$ cat src/design/ts_pmt_pkg.sv
`timescale 1ns / 1ps
package ts_pmt_pkg;

  // position arithmetic width, wide enough for section length sums
  localparam int unsigned POS_W = 13;

  localparam logic [7:0]  TS_SYNC     = 8'h47;
  localparam logic [7:0]  PMT_TID     = 8'h02;
  localparam logic [7:0]  SYN_MASK    = 8'h7c;
  localparam logic [7:0]  SYN_VAL     = 8'h30;
  localparam logic [7:0]  PID_RSV     = 8'he0;
  localparam logic [7:0]  ES_RSV      = 8'h30;
  localparam logic [7:0]  PI_RSV      = 8'h0c;
  localparam logic [7:0]  SCR_MASK    = 8'hc0;
  localparam logic [31:0] CRC_POLY    = 32'h04c11db7;
  localparam logic [31:0] CRC_INIT    = 32'hffffffff;
  localparam logic [7:0]  MATCH_RST   = 8'h06;
  localparam logic [7:0]  REPLACE_RST = 8'h1b;

  // configuration register indexes
  localparam logic REG_MATCH   = 1'b0;
  localparam logic REG_REPLACE = 1'b1;

  typedef enum logic [2:0] {
    PH_HDR,
    PH_ADAPT,
    PH_PTR,
    PH_SEC,
    PH_ENTRY,
    PH_TAIL,
    PH_FAIL
  } phase_e;

  // patch plan for the packet that just completed
  typedef struct packed {
    logic [7:0]  patch_off;
    logic [7:0]  patch_val;
    logic [7:0]  crc_off;
    logic [31:0] crc_val;
    logic        crc_en;
  } plan_t;

  // one byte of crc-32/mpeg-2, msb first
  function automatic logic [31:0] crc_feed(logic [31:0] crc, logic [7:0] b);
    logic [31:0] c;
    c = crc ^ {b, 24'h0};
    for (int k = 0; k < 8; k++) begin
      c = c[31] ? ((c << 1) ^ CRC_POLY) : (c << 1);
    end
    return c;
  endfunction

endpackage

$ cat src/design/ts_pmt_if.sv
`timescale 1ns / 1ps
// input byte channel
interface ts_pmt_in_if;
  logic       valid;
  logic       ready;
  logic [7:0] in_byte;
  modport source (output valid, output in_byte, input ready);
  modport sink (input valid, input in_byte, output ready);
endinterface

// output byte channel
interface ts_pmt_out_if;
  logic       valid;
  logic       ready;
  logic [7:0] out_byte;
  logic       out_valid;
  logic       out_first;
  logic       type_patched;
  logic       crc_rewritten;
  modport source (output valid, output out_byte, output out_valid, output out_first,
                  output type_patched, output crc_rewritten, input ready);
  modport sink (input valid, input out_byte, input out_valid, input out_first,
                input type_patched, input crc_rewritten, output ready);
endinterface

$ cat src/design/ts_pmt_parser.sv
`timescale 1ns / 1ps
module ts_pmt_parser #(
  parameter int unsigned PACKET_LEN = 188,
  parameter int unsigned OFF_W      = 8
) (
  input  logic                 clk_i,
  input  logic                 rst_ni,
  input  logic                 acc_i,
  input  logic                 last_i,
  input  logic [OFF_W-1:0]     off_i,
  input  logic [7:0]           byte_i,
  input  logic [7:0]           match_i,
  input  logic [7:0]           replace_i,
  output ts_pmt_pkg::plan_t    plan_o
);

  localparam int unsigned PW = ts_pmt_pkg::POS_W;
  localparam logic [PW-1:0] LenP = PW'(PACKET_LEN);

  ts_pmt_pkg::phase_e phase_q, phase_d;
  logic              ent_q, ent_d;
  logic [PW-1:0]     nf_q, nf_d, end_q, end_d;
  logic [OFF_W-1:0]  dpos_q, dpos_d, fpos_q, fpos_d, stop_q, stop_d;
  logic [3:0]        hi_q, hi_d;
  logic              first_q, first_d, fok_q, fok_d;
  logic [7:0]        ftype_q, ftype_d;
  logic [2:0]        ecnt_q, ecnt_d, capn_q, capn_d;
  logic [31:0]       crc_q, crc_d, snap_q, snap_d, cap_q, cap_d;
  logic [31:0]       col_q [8];
  logic [31:0]       col_d [8];
  logic [31:0]       csnap_q [8];
  logic [31:0]       csnap_d [8];

  logic [PW-1:0]     offp, sum;
  logic [OFF_W-1:0]  k;
  logic [31:0]       delta;
  logic [7:0]        dif;
  logic              patch_ok;

  assign offp = PW'(off_i);
  assign k    = off_i - dpos_q;

  // streaming parse of the section header and entry loop
  always_comb begin
    phase_d = phase_q;
    ent_d   = ent_q;
    nf_d    = nf_q;
    end_d   = end_q;
    dpos_d  = dpos_q;
    fpos_d  = fpos_q;
    stop_d  = stop_q;
    hi_d    = hi_q;
    first_d = first_q;
    fok_d   = fok_q;
    ftype_d = ftype_q;
    ecnt_d  = ecnt_q;
    capn_d  = capn_q;
    crc_d   = crc_q;
    snap_d  = snap_q;
    cap_d   = cap_q;
    col_d   = col_q;
    csnap_d = csnap_q;
    sum     = '0;
    if (acc_i) begin
      if (last_i) begin
        phase_d = ts_pmt_pkg::PH_HDR;
        ent_d   = 1'b0;
      end else begin
        unique case (phase_q)
          ts_pmt_pkg::PH_HDR: begin
            case (off_i)
              OFF_W'(0): if (byte_i != ts_pmt_pkg::TS_SYNC) phase_d = ts_pmt_pkg::PH_FAIL;
              OFF_W'(1): if (byte_i[7] || !byte_i[6]) phase_d = ts_pmt_pkg::PH_FAIL;
              OFF_W'(3): begin
                if ((byte_i & ts_pmt_pkg::SCR_MASK) != 8'h0 || !byte_i[4]) begin
                  phase_d = ts_pmt_pkg::PH_FAIL;
                end else if (byte_i[5]) begin
                  phase_d = ts_pmt_pkg::PH_ADAPT;
                end else begin
                  nf_d    = PW'(4);
                  phase_d = ts_pmt_pkg::PH_PTR;
                end
              end
              default: ;
            endcase
          end
          ts_pmt_pkg::PH_ADAPT: begin
            // adaptation length byte plus its contents
            nf_d    = PW'(byte_i) + PW'(5);
            phase_d = (nf_d >= LenP) ? ts_pmt_pkg::PH_FAIL : ts_pmt_pkg::PH_PTR;
          end
          ts_pmt_pkg::PH_PTR: begin
            if (offp == nf_q) begin
              sum = offp + PW'(byte_i) + PW'(1);
              if (sum + PW'(11) >= LenP) begin
                phase_d = ts_pmt_pkg::PH_FAIL;
              end else begin
                dpos_d  = sum[OFF_W-1:0];
                crc_d   = ts_pmt_pkg::CRC_INIT;
                phase_d = ts_pmt_pkg::PH_SEC;
              end
            end
          end
          ts_pmt_pkg::PH_SEC: begin
            if (off_i >= dpos_q) begin
              crc_d = ts_pmt_pkg::crc_feed(crc_q, byte_i);
              case (k)
                OFF_W'(0): if (byte_i != ts_pmt_pkg::PMT_TID) phase_d = ts_pmt_pkg::PH_FAIL;
                OFF_W'(1): begin
                  hi_d = byte_i[3:0];
                  if ((byte_i & ts_pmt_pkg::SYN_MASK) != ts_pmt_pkg::SYN_VAL) begin
                    phase_d = ts_pmt_pkg::PH_FAIL;
                  end
                end
                OFF_W'(2): end_d = PW'(dpos_q) + PW'(3) + PW'({hi_q, byte_i});
                OFF_W'(6), OFF_W'(7): if (byte_i != 8'h0) phase_d = ts_pmt_pkg::PH_FAIL;
                OFF_W'(10): begin
                  hi_d = byte_i[3:0];
                  if ((byte_i & ts_pmt_pkg::PI_RSV) != 8'h0) phase_d = ts_pmt_pkg::PH_FAIL;
                end
                OFF_W'(11): begin
                  nf_d    = PW'(dpos_q) + PW'(12) + PW'({hi_q, byte_i});
                  first_d = 1'b1;
                  fok_d   = 1'b0;
                  ent_d   = 1'b0;
                  phase_d = ts_pmt_pkg::PH_ENTRY;
                end
                default: ;
              endcase
            end
          end
          ts_pmt_pkg::PH_ENTRY: begin
            if (!ent_q) begin
              if (offp == nf_q) begin
                // entry start: keep crc and columns up to here
                snap_d  = crc_q;
                csnap_d = col_q;
                cap_d   = {24'h0, byte_i};
                capn_d  = 3'd1;
                if (!(nf_q + PW'(4) < end_q) || nf_q + PW'(5) >= LenP) begin
                  stop_d  = nf_q[OFF_W-1:0];
                  phase_d = ts_pmt_pkg::PH_TAIL;
                end else begin
                  crc_d  = ts_pmt_pkg::crc_feed(crc_q, byte_i);
                  ent_d  = 1'b1;
                  ecnt_d = 3'd1;
                  for (int c = 0; c < 8; c++) begin
                    col_d[c] = first_q ? ts_pmt_pkg::crc_feed(32'h0, 8'(1 << c))
                                       : ts_pmt_pkg::crc_feed(col_q[c], 8'h0);
                  end
                  if (first_q) begin
                    ftype_d = byte_i;
                    fpos_d  = off_i;
                  end
                end
              end else begin
                crc_d = ts_pmt_pkg::crc_feed(crc_q, byte_i);
                for (int c = 0; c < 8; c++) col_d[c] = ts_pmt_pkg::crc_feed(col_q[c], 8'h0);
              end
            end else begin
              crc_d  = ts_pmt_pkg::crc_feed(crc_q, byte_i);
              ecnt_d = ecnt_q + 3'd1;
              for (int c = 0; c < 8; c++) col_d[c] = ts_pmt_pkg::crc_feed(col_q[c], 8'h0);
              if (capn_q < 3'd4) begin
                cap_d  = {cap_q[23:0], byte_i};
                capn_d = capn_q + 3'd1;
              end
              case (ecnt_q)
                3'd1: begin
                  if ((byte_i & ts_pmt_pkg::PID_RSV) != ts_pmt_pkg::PID_RSV) begin
                    stop_d  = nf_q[OFF_W-1:0];
                    ent_d   = 1'b0;
                    phase_d = ts_pmt_pkg::PH_TAIL;
                  end
                end
                3'd3: begin
                  hi_d = byte_i[3:0];
                  if ((byte_i & ts_pmt_pkg::ES_RSV) != ts_pmt_pkg::ES_RSV) begin
                    stop_d  = nf_q[OFF_W-1:0];
                    ent_d   = 1'b0;
                    phase_d = ts_pmt_pkg::PH_TAIL;
                  end
                end
                3'd4: begin
                  nf_d    = nf_q + PW'(5) + PW'({hi_q, byte_i});
                  ent_d   = 1'b0;
                  first_d = 1'b0;
                  if (first_q) fok_d = 1'b1;
                end
                default: ;
              endcase
            end
          end
          ts_pmt_pkg::PH_TAIL: begin
            // finish capturing the stored crc
            if (capn_q < 3'd4) begin
              cap_d  = {cap_q[23:0], byte_i};
              capn_d = capn_q + 3'd1;
            end
          end
          ts_pmt_pkg::PH_FAIL: ;
          default: phase_d = ts_pmt_pkg::PH_FAIL;
        endcase
      end
    end
  end

  // control state
  always_ff @(posedge clk_i or negedge rst_ni) begin
    if (!rst_ni) begin
      phase_q <= ts_pmt_pkg::PH_HDR;
      ent_q   <= 1'b0;
    end else begin
      phase_q <= phase_d;
      ent_q   <= ent_d;
    end
  end

  // parse payload registers
  always_ff @(posedge clk_i) begin
    nf_q    <= nf_d;
    end_q   <= end_d;
    dpos_q  <= dpos_d;
    fpos_q  <= fpos_d;
    stop_q  <= stop_d;
    hi_q    <= hi_d;
    first_q <= first_d;
    fok_q   <= fok_d;
    ftype_q <= ftype_d;
    ecnt_q  <= ecnt_d;
    capn_q  <= capn_d;
    crc_q   <= crc_d;
    snap_q  <= snap_d;
    cap_q   <= cap_d;
    col_q   <= col_d;
    csnap_q <= csnap_d;
  end

  // crc change from swapping the type byte, linear in the difference
  assign dif = ftype_q ^ replace_i;
  always_comb begin
    delta = '0;
    for (int c = 0; c < 8; c++) begin
      if (dif[c]) delta = delta ^ csnap_q[c];
    end
  end

  assign patch_ok = (phase_q == ts_pmt_pkg::PH_TAIL) && fok_q && (ftype_q == match_i) &&
                    (PW'(stop_q) + PW'(4) < LenP);

  assign plan_o.patch_off = patch_ok ? 8'(fpos_q) : 8'h0;
  assign plan_o.patch_val = replace_i;
  assign plan_o.crc_off   = 8'(stop_q);
  assign plan_o.crc_val   = snap_q ^ delta;
  assign plan_o.crc_en    = patch_ok && (cap_q == snap_q);

endmodule

$ cat src/design/ts_pmt_stream_type_patcher.sv
`timescale 1ns / 1ps
// channel  | dir | payload                                                  | handshake
// in_i     | in  | in_byte                                                  | valid/ready
// out_o    | out | out_byte, out_valid, out_first, type_patched, crc_rewritten | valid/ready
//
// one byte per cycle in and out while the output is not stalled; each byte leaves one packet after it came in
// packet store is a single memory, read and written at the same offset per transaction
// the pmt patch plan is built while the packet streams in and is ready at its last byte
// reset clears control state only; the packet store needs no clearing pass
// in_i.ready drops only while the output register is full and not taken
module ts_pmt_stream_type_patcher #(
  parameter int unsigned PACKET_LEN = 188
) (
  input  logic                clk_i,
  input  logic                rst_ni,
  ts_pmt_in_if.sink           in_i,
  ts_pmt_out_if.source        out_o,
  input  logic                cfg_we_i,
  input  logic                cfg_idx_i,
  input  logic [7:0]          cfg_data_i
);

  localparam int unsigned OFF_W = $clog2(PACKET_LEN);

  logic [7:0]        match_q, replace_q;
  logic [OFF_W-1:0]  off_q;
  logic              primed_q;
  logic              acc, last;
  ts_pmt_pkg::plan_t plan, cur_q;

  logic [7:0]        mem_q [PACKET_LEN];
  logic [7:0]        rdata_q;
  logic              ovld_q, prm_q, frst_q, pat_q, crch_q;
  logic [7:0]        alt_q;

  logic              pat_hit, crc_hit;
  logic [OFF_W-1:0]  rel;
  logic [7:0]        crc_byte;

  assign in_i.ready = !ovld_q || out_o.ready;
  assign acc        = in_i.valid && in_i.ready;
  assign last       = (off_q == OFF_W'(PACKET_LEN - 1));

  // configuration registers
  always_ff @(posedge clk_i or negedge rst_ni) begin
    if (!rst_ni) begin
      match_q   <= ts_pmt_pkg::MATCH_RST;
      replace_q <= ts_pmt_pkg::REPLACE_RST;
    end else if (cfg_we_i) begin
      unique case (cfg_idx_i)
        ts_pmt_pkg::REG_MATCH:   match_q   <= cfg_data_i;
        ts_pmt_pkg::REG_REPLACE: replace_q <= cfg_data_i;
        default: ;
      endcase
    end
  end

  ts_pmt_parser #(
    .PACKET_LEN (PACKET_LEN),
    .OFF_W      (OFF_W)
  ) u_parser (
    .clk_i     (clk_i),
    .rst_ni    (rst_ni),
    .acc_i     (acc),
    .last_i    (last),
    .off_i     (off_q),
    .byte_i    (in_i.in_byte),
    .match_i   (match_q),
    .replace_i (replace_q),
    .plan_o    (plan)
  );

  // offset counter, priming and patch plan of the packet now leaving
  always_ff @(posedge clk_i or negedge rst_ni) begin
    if (!rst_ni) begin
      off_q    <= '0;
      primed_q <= 1'b0;
      cur_q    <= '0;
    end else if (acc) begin
      off_q <= last ? '0 : off_q + OFF_W'(1);
      if (last) begin
        primed_q <= 1'b1;
        cur_q    <= plan;
      end
    end
  end

  // override decisions for the outgoing byte
  assign rel     = off_q - OFF_W'(cur_q.crc_off);
  assign pat_hit = primed_q && (cur_q.patch_off != 8'h0) && (8'(off_q) == cur_q.patch_off);
  assign crc_hit = primed_q && cur_q.crc_en && (8'(off_q) >= cur_q.crc_off) &&
                   (rel < OFF_W'(4));
  always_comb begin
    case (rel[1:0])
      2'd0:    crc_byte = cur_q.crc_val[31:24];
      2'd1:    crc_byte = cur_q.crc_val[23:16];
      2'd2:    crc_byte = cur_q.crc_val[15:8];
      default: crc_byte = cur_q.crc_val[7:0];
    endcase
  end

  // packet store: read old byte, write new one at the same offset
  always_ff @(posedge clk_i) begin
    if (acc) begin
      rdata_q       <= mem_q[off_q];
      mem_q[off_q]  <= in_i.in_byte;
    end
  end

  // output stage payload
  always_ff @(posedge clk_i) begin
    if (acc) begin
      prm_q  <= primed_q;
      frst_q <= primed_q && (off_q == '0);
      pat_q  <= pat_hit;
      crch_q <= crc_hit;
      alt_q  <= crc_hit ? crc_byte : cur_q.patch_val;
    end
  end

  // output stage valid
  always_ff @(posedge clk_i or negedge rst_ni) begin
    if (!rst_ni) begin
      ovld_q <= 1'b0;
    end else if (acc) begin
      ovld_q <= 1'b1;
    end else if (out_o.ready) begin
      ovld_q <= 1'b0;
    end
  end

  assign out_o.valid         = ovld_q;
  assign out_o.out_byte      = !prm_q ? 8'h0 : ((pat_q || crch_q) ? alt_q : rdata_q);
  assign out_o.out_valid     = prm_q;
  assign out_o.out_first     = frst_q;
  assign out_o.type_patched  = pat_q;
  assign out_o.crc_rewritten = crch_q;

endmodule

$ cat src/flat_wrapper.sv
// flat-port wrapper written by rule: the top's interface ports become plain ports
module ts_pmt_stream_type_patcher_flat 
#(
  parameter int unsigned PACKET_LEN = 188
)
  (clk_i, rst_ni, cfg_we_i, cfg_idx_i, cfg_data_i, in_i_valid, in_i_in_byte, in_i_ready, out_o_valid, out_o_out_byte, out_o_out_valid, out_o_out_first, out_o_type_patched, out_o_crc_rewritten, out_o_ready);
  ts_pmt_in_if in_i_i ();
  ts_pmt_out_if out_o_i ();
  input  logic clk_i;
  input  logic rst_ni;
  input  logic cfg_we_i;
  input  logic cfg_idx_i;
  input  logic [7:0] cfg_data_i;
  input wire logic [$bits(in_i_i.valid)-1:0] in_i_valid;
  input wire logic [$bits(in_i_i.in_byte)-1:0] in_i_in_byte;
  output wire logic [$bits(in_i_i.ready)-1:0] in_i_ready;
  output wire logic [$bits(out_o_i.valid)-1:0] out_o_valid;
  output wire logic [$bits(out_o_i.out_byte)-1:0] out_o_out_byte;
  output wire logic [$bits(out_o_i.out_valid)-1:0] out_o_out_valid;
  output wire logic [$bits(out_o_i.out_first)-1:0] out_o_out_first;
  output wire logic [$bits(out_o_i.type_patched)-1:0] out_o_type_patched;
  output wire logic [$bits(out_o_i.crc_rewritten)-1:0] out_o_crc_rewritten;
  input wire logic [$bits(out_o_i.ready)-1:0] out_o_ready;
  assign in_i_i.valid = in_i_valid;
  assign in_i_i.in_byte = in_i_in_byte;
  assign in_i_ready = in_i_i.ready;
  assign out_o_valid = out_o_i.valid;
  assign out_o_out_byte = out_o_i.out_byte;
  assign out_o_out_valid = out_o_i.out_valid;
  assign out_o_out_first = out_o_i.out_first;
  assign out_o_type_patched = out_o_i.type_patched;
  assign out_o_crc_rewritten = out_o_i.crc_rewritten;
  assign out_o_i.ready = out_o_ready;
  ts_pmt_stream_type_patcher #(.PACKET_LEN(PACKET_LEN)) u_core (.clk_i(clk_i), .rst_ni(rst_ni), .in_i(in_i_i), .out_o(out_o_i), .cfg_we_i(cfg_we_i), .cfg_idx_i(cfg_idx_i), .cfg_data_i(cfg_data_i));
endmodule
$ cat config.mk
export PLATFORM = sky130hd
export DESIGN_NAME = ts_pmt_stream_type_patcher_flat
export DESIGN_NICKNAME = d
export VERILOG_FILES = /design/src/design/ts_pmt_pkg.sv /design/src/design/ts_pmt_if.sv /design/src/design/ts_pmt_parser.sv /design/src/design/ts_pmt_stream_type_patcher.sv /design/src/flat_wrapper.sv
export SDC_FILE = /design/constraint.sdc
export NUM_CORES = 2
export LEC_CHECK = 0
export BUFFER_PORTS_ARGS = -buffer_cell sky130_fd_sc_hd__buf_2
export CAP_MARGIN = 40
export CORE_ASPECT_RATIO = 2
export CORE_MARGIN = 3
export CORE_UTILIZATION = 43
export CTS_CLUSTER_SIZE = 20
export DETAILED_ROUTE_END_ITERATION = 10
export PLACE_DENSITY = 0.54
export SYNTH_ARGS = -nofsm -noshare
export SYNTH_HDL_FRONTEND = slang
export SYNTH_SLANG_ARGS = --single-unit
$ cat constraint.sdc
create_clock -name clk_i -period 38 [get_ports clk_i]
set_clock_uncertainty 0.2 [all_clocks]
set_input_delay 7.6 -clock clk_i [delete_from_list [all_inputs] [get_ports clk_i]]
set_output_delay 7.6 -clock clk_i [all_outputs]
set_load 0.1 [all_outputs]
==> out/metrics.csv <==
metric;value;unit
ys.flop_type;edfxtp_1;
crit_chain;buf_2, nand2b_1, buf_2;
grt_pass1_wl;389000;µm
ys_ff_latch;2289;
vias;49700;
dpl.hpwl;188000;µm
drc;0;
gp_congestion;0.827;
postSynthAreaPerCell;16.9;µm²
clock-sinks;2289;
p_leak;35.2;nW
critical_path.max_stage_delay;0.43;ns
rows;247;
coreArea;227000;µm²
critPathMostFrequentCell;buf_2;
whs;0.245;ns
drtAntennaViolNets;0;
drt-total-wl;274000;µm
cts-root-buf;clkbuf_16;
synthAdderAreaFrac;0.0125;
drtIter0Drc;3958;
slew_headroom;0.260;
die_area;234000;µm²
syn_to_final_growth;11.2;%
synth.cells.most_frequent;edfxtp_1 (2202), xnor2_1 (681), nand2_1 (571);
cp_num_buf_inv;2;
synth_area;98100;µm²
num-fill-cells;19200;
vdd.ir_drop.worst;0.0498;mV
grt_max_degree;153;
grt_usage;0.235;
cts_tree;yes;
path_max_fanout;3;
holdBufCountCts;0;
fin_crit_sh;0.422;
grt_antenna_before_repair;12;
grt_overflow;0;
io_buffers;35;
via_per_inst;5.48;
muxShareOfSynthArea;0.118;
synth-simple-area-share;0.0501;
seq_area_frac_synth;0.696;
cts_resized;0;
fin_nets;6048;
synth_warnings;0;
synth_top_area_cell;edfxtp_1;
clk_pin_slew;0.07;ns
final-setup-viol-count;0;
drive_gt1_frac;0.177;
wl_per_cell;30.2;µm
worst_pin_slew;1.11;ns
drv_slew;0;
ys_types;82;
critPathTopFamily;buffers and inverters;
hold_class;flip-flop to flip-flop;
synth_compound_area_frac;0.0203;
rsz0062_at_grt;no;
cts-buffers-inserted;206;
fmax;62.4;MHz
synth_top_area_share;0.674;
dr.pass1.iters;5;
synthArstFlopShare;0.0380;
post_cts_buffers;0;
end_kind;primary output;
worstPathRequired;30.20;ns
grt_pass1_vias;53200;
initial_utilization;0.433;
cp_data_arrival_time;8.23;ns
io_pins;36;
syn_inst;5794;
min_period;16.03;ns
synth-xor-area-share;0.0863;
finalHoldViolations;0;
synth.area.top_cells;edfxtp_1 (67%), mux4_2 (11%), xnor2_1 (6.1%), xor2_1 (2.5%), nand2_1 (2.2%);
critical_path_class;primary input to primary output;
finalSetupTns;0;ns
drv_cap;0;
cellPowerDensity;57.4;nW/µm²
synth-edff-count;2202;
crit_slowest_cell;buf_2;
synth_fp_nets;5910;
clk_latency;0.84;ns
synth_most_common_cell;edfxtp_1;
die_x;344;µm
die_y;682;µm
synth_top_family_by_area;multiplexers;
clock_path_buffers;4;
crit_path_start_kind;primary input;
status;finished clean;
cts_max_level;4;
[state kept, by name (all words and copies together), names as in the netlist, 13 cells and up]
register and flops:
u_core.mem_q 1504, u_core.u_parser.nf_q 13, u_core.cur_q 57, u_core.u_parser.cap_q 32, u_core.u_parser.snap_q 32, u_core.u_parser.csnap_q 256, u_core.u_parser.col_q 256, u_core.u_parser.crc_q 32
u_core.u_parser.end_q 13
[placed cells by master, fill, tap and decap left out, types with 32 or more instances in the layout]
cell,synthesis,final
a21oi_1,54,53
buf_4,17,183
clkbuf_1,206,47
clkbuf_16,0,209
clkinv_1,2,36
clkinv_2,0,38
dfrtp_1,81,76
edfxtp_1,2202,2202
ha_1,88,88
inv_1,83,82
mux2_2,33,33
mux2i_1,38,38
mux4_2,479,479
nand2_1,571,569
nand3_1,34,34
nor2_1,428,427
nor3_1,33,32
o21ai_0,99,99
xnor2_1,681,681
xor2_1,283,275
[final timing paths]
kind,slack [ns],start,endpoint,depth (start not counted)
setup / recovery,21.97,out_o_ready,in_i_ready,3
hold / removal,0.25,u_core.u_parser.stop_q[0],u_core.cur_q[33],2
setup reg to reg,31.14,u_core.off_q[5],u_core.u_parser.snap_q[22],13
hold reg to reg,0.25,u_core.u_parser.stop_q[0],u_core.cur_q[33],2
max in group asynchronous,29.75,rst_ni,u_core.off_q[3],2
min in group asynchronous,6.51,rst_ni,u_core.out_o.valid,1
[metrics by stage]
stage | cells | instance area, µm² | utilization | setup WS (ns) | power (mW)
6_report | 9074 | 109000 | 0.482 | 21.97 | 6.27
5_1_grt | 9072 | 109000 | 0.482 | 21.94 | 6.47
2_1_floorplan | 5794 | 98100 | - | 8.10 | 3.75
3_3_place_gp | 8612 | 102000 | 0.449 | 21.96 | 4.29
4_1_cts | 9069 | 109000 | 0.482 | 21.97 | 6.35
3_5_place_dp | 8712 | 103000 | 0.454 | 21.97 | 4.31
[where the power goes]
| group | leakage (nW) | internal, mW | switching [mW] |
|---|---|---|---|
| combinational | 11.2 | 0.561 | 0.800 |
| sequential | 20.9 | 2.80 | 0.0640 |
| clock | 3.11 | 1.12 | 0.924 |
[layout make-up]
type | instances | area [µm²] | area share
sequential | 2289 | 68300 | 0.626
multi-input combinational | 3110 | 28300 | 0.260
clock buffer | 261 | 5480 | 0.0502
tap | 2988 | 3740 | 0.0343
timing repair buffer | 240 | 2060 | 0.0189
clock inverter | 96 | 843 | 0.00773
inverter | 85 | 319 | 0.00292
antenna | 5 | 12.5 | 0.000115
[tightest hold or removal path, stage by stage (launching register included)]
cell,delay (ns)
edfxtp_1,0.32
nand2_1,0.04
nand2_1,0.05
[layer usage]
layer  track usage  vias up  share of wire
met5             0        -        0.00022
met4         0.126       10          0.062
met3        0.0271      455          0.035
met2         0.460     1154           0.57
met1         0.238    26100           0.33
li1              -    22000              -
[cells by family after synthesis]
| kind of cell | after synthesis |
|---|---|
| AO/OA/AOI/OAI | 306 |
| AND/OR/NAND/NOR | 1192 |
| adder cells (fa/ha/maj) | 95 |
| buffers and inverters | 395 |
| XOR/XNOR | 965 |
| multiplexers | 552 |
| flip-flops | 2289 |
No activity file was read; power rests on OpenSTA's default activity.
